`src/sv/local_max_count_average_top_assert.svh`:
```
// Assertion macros used by the top-level RTL file of the local maximum counter.
`ifndef LOCAL_MAX_COUNT_AVERAGE_TOP_ASSERT_SVH
`define LOCAL_MAX_COUNT_AVERAGE_TOP_ASSERT_SVH

// Same-cycle implication, held off while reset is asserted.
`define LMCA_ASSERT_IMPL(name, clk, rst_n, ante, cons) \
  name: assert property (@(posedge clk) disable iff (!rst_n) (ante) |-> (cons)) \
    else $error("lmca: same-cycle check failed");

// Next-cycle implication, held off while reset is asserted.
`define LMCA_ASSERT_NEXT(name, clk, rst_n, ante, cons) \
  name: assert property (@(posedge clk) disable iff (!rst_n) (ante) |=> (cons)) \
    else $error("lmca: next-cycle check failed");

`endif

```
`src/sv/lmca_pkg.sv`:
```
package lmca_pkg;

  localparam int MAX_COLS   = 1024;
  localparam int MAX_ROWS   = 1024;
  localparam int PIX_BITS   = 16;
  localparam int COL_BITS   = $clog2(MAX_COLS);
  localparam int ROW_BITS   = $clog2(MAX_ROWS);
  localparam int DIM_BITS   = 11;
  localparam int CNT_BITS   = 19;
  localparam int SUM_BITS   = 34;
  localparam int AVG_BITS   = 16;
  localparam int CFG_W      = 16;
  localparam int CFG_IDX_W  = 2;
  localparam int STEP_BITS  = $clog2(SUM_BITS + 1);

  // 3x3 window, indexed [column: oldest..newest][row: top..bottom]
  typedef logic [2:0][2:0][PIX_BITS-1:0] win_t;

  typedef enum logic [CFG_IDX_W-1:0] {
    CFG_THRESHOLD = 2'd0,
    CFG_WIDTH     = 2'd1,
    CFG_HEIGHT    = 2'd2
  } cfg_idx_t;

  typedef struct packed {
    logic busy;
    logic done;
  } div_stat_t;

endpackage

```
`src/sv/lmca_judge.sv`:
```
module lmca_judge (
  input  lmca_pkg::win_t                win,
  input  logic [2:0]                    col_ok,
  input  logic [2:0]                    row_ok,
  input  logic [3:0]                    judge_en,
  input  logic [lmca_pkg::PIX_BITS-1:0] threshold,
  output logic [2:0]                    cnt_inc,
  output logic [lmca_pkg::PIX_BITS+1:0] sum_inc
);
  import lmca_pkg::*;

  logic [3:0] peak;

  function automatic logic is_peak(win_t w, int cc, int rr, logic [2:0] cok,
                                   logic [2:0] rok, logic [PIX_BITS-1:0] thr);
    logic                peak_f;
    logic [PIX_BITS-1:0] p;
    p      = w[cc][rr];
    peak_f = (p > thr);
    for (int c = 0; c < 3; c++) begin
      for (int r = 0; r < 3; r++) begin
        if (!(c == cc && r == rr) && c >= cc - 1 && c <= cc + 1 &&
            r >= rr - 1 && r <= rr + 1 && cok[c] && rok[r] && w[c][r] >= p) begin
          peak_f = 1'b0;
        end
      end
    end
    return peak_f;
  endfunction

  always_comb begin
    peak[0] = judge_en[0] && is_peak(win, 1, 1, col_ok, row_ok, threshold);
    peak[1] = judge_en[1] && is_peak(win, 2, 1, col_ok, row_ok, threshold);
    peak[2] = judge_en[2] && is_peak(win, 1, 2, col_ok, row_ok, threshold);
    peak[3] = judge_en[3] && is_peak(win, 2, 2, col_ok, row_ok, threshold);
    cnt_inc = 3'(peak[0]) + 3'(peak[1]) + 3'(peak[2]) + 3'(peak[3]);
    sum_inc = (peak[0] ? (PIX_BITS+2)'(win[1][1]) : '0)
            + (peak[1] ? (PIX_BITS+2)'(win[2][1]) : '0)
            + (peak[2] ? (PIX_BITS+2)'(win[1][2]) : '0)
            + (peak[3] ? (PIX_BITS+2)'(win[2][2]) : '0);
  end

endmodule

```
`config.mk`:
```
export PLATFORM = sky130hd
export DESIGN_NAME = lmca_judge
export DESIGN_NICKNAME = d
export VERILOG_FILES = /design/src/sv/local_max_count_average_top_assert.svh /design/src/sv/lmca_pkg.sv /design/src/sv/lmca_judge.sv
export SDC_FILE = /design/constraint.sdc
export NUM_CORES = 1
export LEC_CHECK = 0
export CORE_AREA = 2 2 131 133
export DETAILED_ROUTE_END_ITERATION = 12
export DIE_AREA = 0 0 133 135
export DONT_BUFFER_PORTS = 1
export PLACE_DENSITY_LB_ADDON = 0.25
export SLEW_MARGIN = 20
export SYNTH_ARGS = -nofsm -noshare
export SYNTH_HDL_FRONTEND = slang
export SYNTH_SLANG_ARGS = --single-unit
```
`constraint.sdc`:
```
create_clock -name vclk -period 6.6
set_clock_uncertainty 0.2 [all_clocks]
set_input_delay 0.33 -clock vclk [all_inputs]
set_output_delay 0.33 -clock vclk [all_outputs]
set_load 0.05 [all_outputs]
```
==> summary.md <==
| Metric | Value |
|---|---|
| Status | `completed` |
| DRT Pass-1 Iters | `5` |
| Peak Freq | `0.156 GHz` |
| Slew HR | `58.3%` |
| Dpl cells | `1351` |
| Worst Path Buf+Inv | `3` |
| Cell family with most CP delay | `compound AO/OA/AOI/OAI gates` |
| Leakage power | `5.31 nW` |
| Die X | `133 um` |
| CP max-delay cell | `fa_1` |
| P&R area growth vs syn | `7.66%` |
| Grt met1 use | `43.1%` |
| Met2 GRT Util | `54.3%` |
| Hold Slack | `1.20 ns` |
| Max-cap violations | `0` |
| Core area | `16400 um^2` |
| Startpoint types | `primary input` |
| Final core occ | `58.5%` |
| I/O pins | `191` |
| Largest net degree at the start of global routing | `18` |
| Fin. max-slew vios | `0` |
| Most frequent CP cell | `fa_1` |
| Commonest non-fill, non-tap cell in the layout | `ha_1` |
| Congestion Overflow GR | `0` |
| Syn avg cell area | `8.18 um^2` |
| Area after detailed placement | `9560 um^2` |
| Final hold violations | `0` |
| Setup crit end kind | `output port` |
| Synthesized Nets | `1616` |
| Max VDD drop | `54.6 uV` |
| Data arrival, critical path | `5.87 ns` |
| Fill count | `1536` |
| Most frequent cells in the layout | `ha_1 (323), inv_1 (138), a21o_1 (92), a21oi_1 (65)` |
| Gr usage total | `33.1%` |
| Vias in the first global route | `8558` |
| Initial core utilization | `54.4%` |
| Final instance area | `9600 um^2` |
| Worst hold path class | `in -> out` |
| WP data required | `6.07 ns` |
| DRT iter0 DRCs | `703` |
| CP max FO | `6` |
| Final wirelength | `30.1 mm` |
| Nets | `1659` |
| RSZ-0062 raised after global routing | `true` |
| Gpl congestion | `1.00` |
| Syn Inst Count | `1090` |
| Fin crit period | `6.40 ns` |
| Seq Cell Count | `0` |
| Final Non-Filler Cells | `1352` |
| Part of the cycle the worst path needs | `97.0%` |
| Gr busiest metal | `met2` |
| Post-synthesis sequential area ratio | `0%` |
| Crit path cell chain | `inv_1 > ha_1 > a21o_1 > a211oi_1 > o211ai_1 > a221oi_2 > o21ai_0 > a32o_1 > nor4_2 > buf_4 > fa_1 > fa_1 > ha_1 > fa_1 > a21oi_2 > o211ai_1 > a31oi_2 > nor2b_1 > o21ai_1 > a21oi_1 > a311oi_2 > xnor2_1 > buf_12` |
| Remaining DRCs | `0` |
| Num rows | `47` |
| FF+latch area | `0 um^2` |
| Die Span Y | `135 um` |
| Final setup viols | `0` |
| Routed WL per cell | `22.3 um` |
| Met3 usage in global routing | `7.92%` |
| Port Buf Inserts | `0` |
| Remaining antenna violation count | `0` |
| Crit path kind | `in -> out` |
| Clkbuf count | `0` |
| Via count | `8653` |
| Post-Syn Area | `8920 um^2` |
| Via/cell ratio | `6.40` |
| Initial antenna violation count | `1` |
| First-pass GRT wire length | `46.6 mm` |
| WHS Path Cells | `4` |
| Worst-Margin Slew | `0.610 ns` |
| Layout cells sized above 1 | `6.72%` |
| Power density over cell area | `77.6 nW/um^2` |
| CP peak stage delay | `0.50 ns` |
| Hold Buf Count CTS | `0` |
| WP depth | `23` |
| Post-CTS Repair Setup Buffers | `0` |
| Synth warn | `0` |
| Dpl hpwl | `26.7 mm` |
| DIE AREA | `18000 um^2` |
| Synth unique cells | `58` |
[logic make-up (layout without fill, tap and decap cells)]
logic type,after synthesis,count (layout),share of synthesized area [%]
other,0,1,0
xor gates and xnor gates,13,13,1.28
AOI/OAI and AO/OA,284,284,21.6
and+or+nand+nor,288,288,18.0
adders and majority gates,356,356,52.7
buffers and inverters,149,190,6.45
[cell type report]
| cell class | count | area, um^2 | share of cell area, % |
|---|---|---|---|
| tap | 220 | 275 | 2.87 |
| multi-input combinational | 941 | 8390 | 87.4 |
| inverter | 138 | 518 | 5.39 |
| antenna | 1 | 2.50 | 0.0261 |
| timing repair buffer | 52 | 415 | 4.33 |
[worst paths after layout]
check | from | endpoint | slack (ns)
max | win[69] | sum_inc[15] | 0.20
min | win[112] | sum_inc[0] | 1.20
[synthesized netlist by cell type (13+ instances only)]
| library cell | n | area (um^2) |
|---|---|---|
| a21o_1 | 92 | 691 |
| nor3_1 | 52 | 260 |
| o21a_1 | 13 | 97.6 |
| nor2b_1 | 15 | 93.8 |
| nor4_1 | 14 | 87.6 |
| inv_1 | 138 | 518 |
| a21oi_1 | 67 | 335 |
| nor2_1 | 36 | 135 |
| nand2_1 | 42 | 158 |
| o21ai_0 | 32 | 160 |
| fa_1 | 33 | 661 |
| ha_1 | 323 | 4040 |
| nand3_1 | 29 | 145 |
| nand4_1 | 52 | 325 |
| a211oi_1 | 13 | 97.6 |
| nand2b_1 | 13 | 81.3 |
[power breakdown]
part              internal (W)  leakage (nW)         total, W  switching [W]
clock network  0.0000000000203    0.00000634  0.0000000000203              0
logic                 0.000296          5.31         0.000745       0.000450
registers                    0             0                0              0
total                 0.000296          5.31         0.000745       0.000450
[layer usage]
| metal | wire length, um | part of all wire [%] | vias up |
|---|---|---|---|
| met2 | 13400 | 44 | 411 |
| met3 | 2930 | 9.7 | 71 |
| met4 | 1090 | 3.6 | 0 |
| li1 | - | - | 4199 |
| met1 | 12700 | 42 | 3972 |
| met5 | 0 | 0 | - |
[what timing repair did]
action | CTS | global route
endpoints found under the hold margin | 0 | 0
pin swaps | 0 | 1
resized for setup | 2 | 10
setup endpoints to repair | 2 | 5
[metrics by stage]
step           total power (W)  worst slack (ns)  TNS (ns)
3_5_place_dp          0.000724           -0.0459   -0.0459
2_1_floorplan         0.000530             0.315         0
4_1_cts               0.000732            0.0776         0
6_report              0.000745             0.201         0
3_3_place_gp          0.000712           -0.0435   -0.0435
5_1_grt               0.000833          -0.00748  -0.00997
Note: power is estimated with default switching activity, not from simulation.
