===== config.mk =====
export PLATFORM = sky130hd
export DESIGN_NAME = lmca_div
export DESIGN_NICKNAME = d
export VERILOG_FILES = /design/src/sv/local_max_count_average_top_assert.svh /design/src/sv/lmca_pkg.sv /design/src/sv/lmca_div.sv
export SDC_FILE = /design/constraint.sdc
export NUM_CORES = 1
export LEC_CHECK = 0
export BUFFER_PORTS_ARGS = -buffer_cell sky130_fd_sc_hd__buf_4
export CAP_MARGIN = 25
export CELL_PAD_IN_SITES_DETAIL_PLACEMENT = 1
export CELL_PAD_IN_SITES_GLOBAL_PLACEMENT = 1
export CORE_UTILIZATION = 45
export CTS_CLUSTER_DIAMETER = 100
export DETAILED_ROUTE_END_ITERATION = 10
export PLACE_DENSITY = 0.93
export SLEW_MARGIN = 20
export SYNTH_ARGS = -nofsm -noshare
export SYNTH_HDL_FRONTEND = slang
export SYNTH_SLANG_ARGS = --single-unit

===== constraint.sdc =====
create_clock -name clk -period 3 [get_ports clk]
set_clock_uncertainty 0.15 [all_clocks]
set_input_delay 0.9 -clock clk [delete_from_list [all_inputs] [get_ports clk]]
set_output_delay 0.9 -clock clk [all_outputs]
set_load 0.05 [all_outputs]

===== src/sv/local_max_count_average_top_assert.svh =====
// Assertion macros used by the top-level RTL file of the local maximum counter.
`ifndef LOCAL_MAX_COUNT_AVERAGE_TOP_ASSERT_SVH
`define LOCAL_MAX_COUNT_AVERAGE_TOP_ASSERT_SVH

// Same-cycle implication, held off while reset is asserted.
`define LMCA_ASSERT_IMPL(name, clk, rst_n, ante, cons) \
  name: assert property (@(posedge clk) disable iff (!rst_n) (ante) |-> (cons)) \
    else $error("lmca: same-cycle check failed");

// Next-cycle implication, held off while reset is asserted.
`define LMCA_ASSERT_NEXT(name, clk, rst_n, ante, cons) \
  name: assert property (@(posedge clk) disable iff (!rst_n) (ante) |=> (cons)) \
    else $error("lmca: next-cycle check failed");

`endif


===== src/sv/lmca_pkg.sv =====
package lmca_pkg;

  localparam int MAX_COLS   = 1024;
  localparam int MAX_ROWS   = 1024;
  localparam int PIX_BITS   = 16;
  localparam int COL_BITS   = $clog2(MAX_COLS);
  localparam int ROW_BITS   = $clog2(MAX_ROWS);
  localparam int DIM_BITS   = 11;
  localparam int CNT_BITS   = 19;
  localparam int SUM_BITS   = 34;
  localparam int AVG_BITS   = 16;
  localparam int CFG_W      = 16;
  localparam int CFG_IDX_W  = 2;
  localparam int STEP_BITS  = $clog2(SUM_BITS + 1);

  // 3x3 window, indexed [column: oldest..newest][row: top..bottom]
  typedef logic [2:0][2:0][PIX_BITS-1:0] win_t;

  typedef enum logic [CFG_IDX_W-1:0] {
    CFG_THRESHOLD = 2'd0,
    CFG_WIDTH     = 2'd1,
    CFG_HEIGHT    = 2'd2
  } cfg_idx_t;

  typedef struct packed {
    logic busy;
    logic done;
  } div_stat_t;

endpackage


===== src/sv/lmca_div.sv =====
module lmca_div (
  input  logic                          clk,
  input  logic                          rst_n,
  input  logic                          start,
  input  logic [lmca_pkg::SUM_BITS-1:0] dividend,
  input  logic [lmca_pkg::CNT_BITS-1:0] divisor,
  output lmca_pkg::div_stat_t           stat,
  output logic [lmca_pkg::AVG_BITS-1:0] quotient
);
  import lmca_pkg::*;

  logic                 busy_r;
  logic                 done_r;
  logic [STEP_BITS-1:0] step_r;
  logic [CNT_BITS-1:0]  rem_r;
  logic [SUM_BITS-1:0]  quo_r;
  logic [CNT_BITS-1:0]  divisor_r;
  logic [CNT_BITS:0]    rem_sh;
  logic                 ge;

  // restoring division, one quotient bit a cycle
  assign rem_sh = {rem_r, quo_r[SUM_BITS-1]};
  assign ge     = rem_sh >= {1'b0, divisor_r};

  always_ff @(posedge clk) begin
    if (!rst_n) begin
      busy_r <= 1'b0;
      done_r <= 1'b0;
      step_r <= '0;
    end else begin
      done_r <= 1'b0;
      if (start) begin
        busy_r <= 1'b1;
        step_r <= STEP_BITS'(SUM_BITS);
      end else if (busy_r) begin
        step_r <= step_r - STEP_BITS'(1);
        if (step_r == STEP_BITS'(1)) begin
          busy_r <= 1'b0;
          done_r <= 1'b1;
        end
      end
    end
  end

  always_ff @(posedge clk) begin
    if (start) begin
      rem_r     <= '0;
      quo_r     <= dividend;
      divisor_r <= divisor;
    end else if (busy_r) begin
      rem_r <= ge ? CNT_BITS'(rem_sh - {1'b0, divisor_r}) : rem_sh[CNT_BITS-1:0];
      quo_r <= {quo_r[SUM_BITS-2:0], ge};
    end
  end

  assign stat.busy = busy_r;
  assign stat.done = done_r;
  assign quotient  = quo_r[AVG_BITS-1:0];

endmodule


==> results.json <==
{
  "drv_slew": 0,
  "drt_iter0_markers": 215,
  "area_growth_pct": 19.7,
  "busiest_layer": "met2",
  "portBuffers": 73,
  "hold_viol": 0,
  "path_max_fanout": 6,
  "route.detailed.drc": 0,
  "num-nets-final": 545,
  "clk_path_buf_depth": 2,
  "worstPathRequired_ns": 3.13,
  "avgSynthCellArea_um2": 11.1,
  "layout-drive-gt1-share": 0.333,
  "wl_um": 12200,
  "start_kind": "register",
  "rows": 35,
  "critPathArrivalTime_ns": 3.09,
  "insertion_delay_ns": 0.36,
  "layout_commonest_cell": "buf_4",
  "pwr_density_cell_nw_per_um2": 566,
  "leakage_uw": 0.00218,
  "grt_pass1_wl_um": 18300,
  "antenna_found_initial": 0,
  "min_path_type": "register to register",
  "wl_per_cell_um": 20.2,
  "die_w_um": 101,
  "finalCritPeriodShare": 0.989,
  "status": "finished clean",
  "die_area_um2": 10200,
  "fmax_mhz": 337,
  "worstSetupPathType": "register to register",
  "synthArstFlopShare": 0,
  "grt_pass1_vias": 3637,
  "initial_utilization": 0.471,
  "place_ws_ns": -0.0674,
  "synth_cells": 399,
  "cp-end-kind": "register",
  "drv_cap": 0,
  "whs_ns": 0.372,
  "timing.final.ws_setup_ns": 0.0336,
  "coreArea_um2": 9370,
  "rsz0062_at_grt": "true",
  "chipHeight_um": 101,
  "root_buffer": "clkbuf_8",
  "drtAntennaViolNets": 0,
  "mostFrequentLayoutCells": "88 x buf_4, 53 x edfxtp_1, 35 x mux2_2, 32 x nor2_1, 29 x inv_1",
  "globalplace.congestion": 0.887,
  "synthFlopType": "edfxtp_1",
  "tightest_slew_ns": 0.508,
  "grt_start_max_net_pins": 40,
  "yosysSeqAreaShare": 0.483,
  "htreeDepth": 3,
  "diodes": 0,
  "synth_area_um2": 4420,
  "fin_crit_ns": 2.97,
  "vias_per_cell": 5.79,
  "synth-edff-count": 53,
  "use_met1": 0.273,
  "firstDrtPassIters": 6,
  "use_met2": 0.420,
  "grt_usage": 0.235,
  "grt_use_met3": 0.0534,
  "relSlewSlack": 0.658,
  "yosysUniqueCellTypes": 59,
  "vias": 3477,
  "cts_tree": "built",
  "path_clk_slew_ns": 0.09,
  "dp_hpwl_um": 8050,
  "clock-sinks": 80,
  "yosys_register_bits": 80,
  "io_pins": 74,
  "yosys_warnings": 0,
  "syn-num-nets": 477,
  "setup_viol": 0,
  "gr-total-overflow": 0,
  "vdd_drop_max_v": 0.000317,
  "ctsHoldBuffers": 0,
  "cts_buffers": 9
}
-- sequential cells by signal (all words and copies together) (netlist names) --
register,count
done_r,1
busy_r,1
divisor_r,19
step_r,6
quo_r,34
rem_r,19
-- worst paths after layout --
check / start / end / slack, ns / cells past startpoint
max: quo_r[33] / rem_r[1] / 0.03 / 11
min: rem_r[5] / rem_r[5] / 0.37 / 2
max reg2reg: quo_r[33] / rem_r[1] / 0.03 / 11
min reg2reg: rem_r[5] / rem_r[5] / 0.37 / 2
-- synth_stat cells, types with 2 or more instances --
master / n / area share
a211oi_1: 13 / 0.022
a21o_1: 7 / 0.012
a21oi_1: 17 / 0.019
a311oi_1: 3 / 0.0060
a31oi_1: 2 / 0.0028
and3_1: 3 / 0.0043
and4_1: 2 / 0.0040
buf_4: 18 / 0.031
buf_6: 3 / 0.0077
clkbuf_1: 9 / 0.0077
dfxtp_1: 27 / 0.12
edfxtp_1: 53 / 0.36
ha_1: 21 / 0.060
inv_1: 29 / 0.025
mux2_2: 35 / 0.089
mux2i_1: 10 / 0.023
nand2_1: 20 / 0.017
nand3_1: 12 / 0.014
nand4_1: 3 / 0.0043
nor2_1: 32 / 0.027
nor2b_1: 2 / 0.0028
nor3_1: 5 / 0.0057
nor4_1: 2 / 0.0028
o21a_1: 2 / 0.0034
o21ai_0: 13 / 0.015
o21ba_2: 2 / 0.0045
o21bai_1: 3 / 0.0051
o31ai_1: 4 / 0.0068
or3_1: 3 / 0.0043
xnor2_1: 12 / 0.024
xor2_1: 4 / 0.0079
-- per-stage QoR --
step	power, uW	setup TNS (ns)	std cells	util	cell area [um2]
after floorplan	1950	0	399	-	4420
final	2990	0	601	0.564	5290
after detailed placement	2170	-0.211	580	0.533	5000
after global placement	2110	0	580	0.533	5000
after CTS	2930	0	598	0.554	5190
after global routing	3110	-0.405	601	0.564	5290
-- final cells by class --
type | count | area (um2)
clock inverters | 7 | 56.3
fillers | 1028 | 4090
multi-input cells | 257 | 2030
flip-flops and latches | 80 | 2130
inverters | 30 | 113
repair buffers | 89 | 672
clock buffers | 9 | 124
well taps | 129 | 161
-- power breakdown --
group | switching, uW | leakage [uW] | internal, uW | total [uW]
Clock | 452 | 0.0000854 | 310 | 762
Sequential | 58.2 | 0.000751 | 1290 | 1350
Combinational | 511 | 0.00134 | 371 | 883
Total | 1020 | 0.00218 | 1970 | 2990
-- worst max-delay path, cell delays in order, from the launching register on --
cell      delay, ns
edfxtp_1       0.39
inv_1          0.10
ha_2           0.21
fa_2           0.23
nand2b_1       0.15
a211oi_2       0.10
a311oi_4       0.46
o31ai_4        0.17
a31o_4         0.30
buf_4          0.15
mux2_4         0.31
o31ai_4        0.18
-- kinds of logic (layout without fill, tap and decap cells) --
| kind of cell | after synthesis | count (layout) | synth area share |
|---|---|---|---|
| AND/OR/NAND/NOR | 91 | 91 | 0.0986 |
| AO/OA/AOI/OAI | 81 | 81 | 0.131 |
| flip-flops | 80 | 80 | 0.483 |
| buffers and inverters | 62 | 135 | 0.0734 |
| multiplexers | 47 | 47 | 0.118 |
| adder cells (fa/ha/maj) | 22 | 22 | 0.0640 |
| XOR/XNOR | 16 | 16 | 0.0317 |
-- layer usage --
metal / wire, um / part of all wire / vias to the layer above
met5: 0 / 0 / -
met1: 4660 / 0.38 / 1704
met4: 414 / 0.034 / 0
li1: - / - / 1579
met2: 6350 / 0.52 / 150
met3: 721 / 0.059 / 44
-- repair_timing --
| action | 4_1_cts | 5_1_grt |
|---|---|---|
| hold endpoints to repair | 0 | 0 |
| pin swaps | 2 | 3 |
| setup endpoints to repair | 5 | 20 |
| buffers inserted | 2 | 3 |
| gates resized for setup | 0 | 15 |
Note: power is estimated with default switching activity, not from simulation.
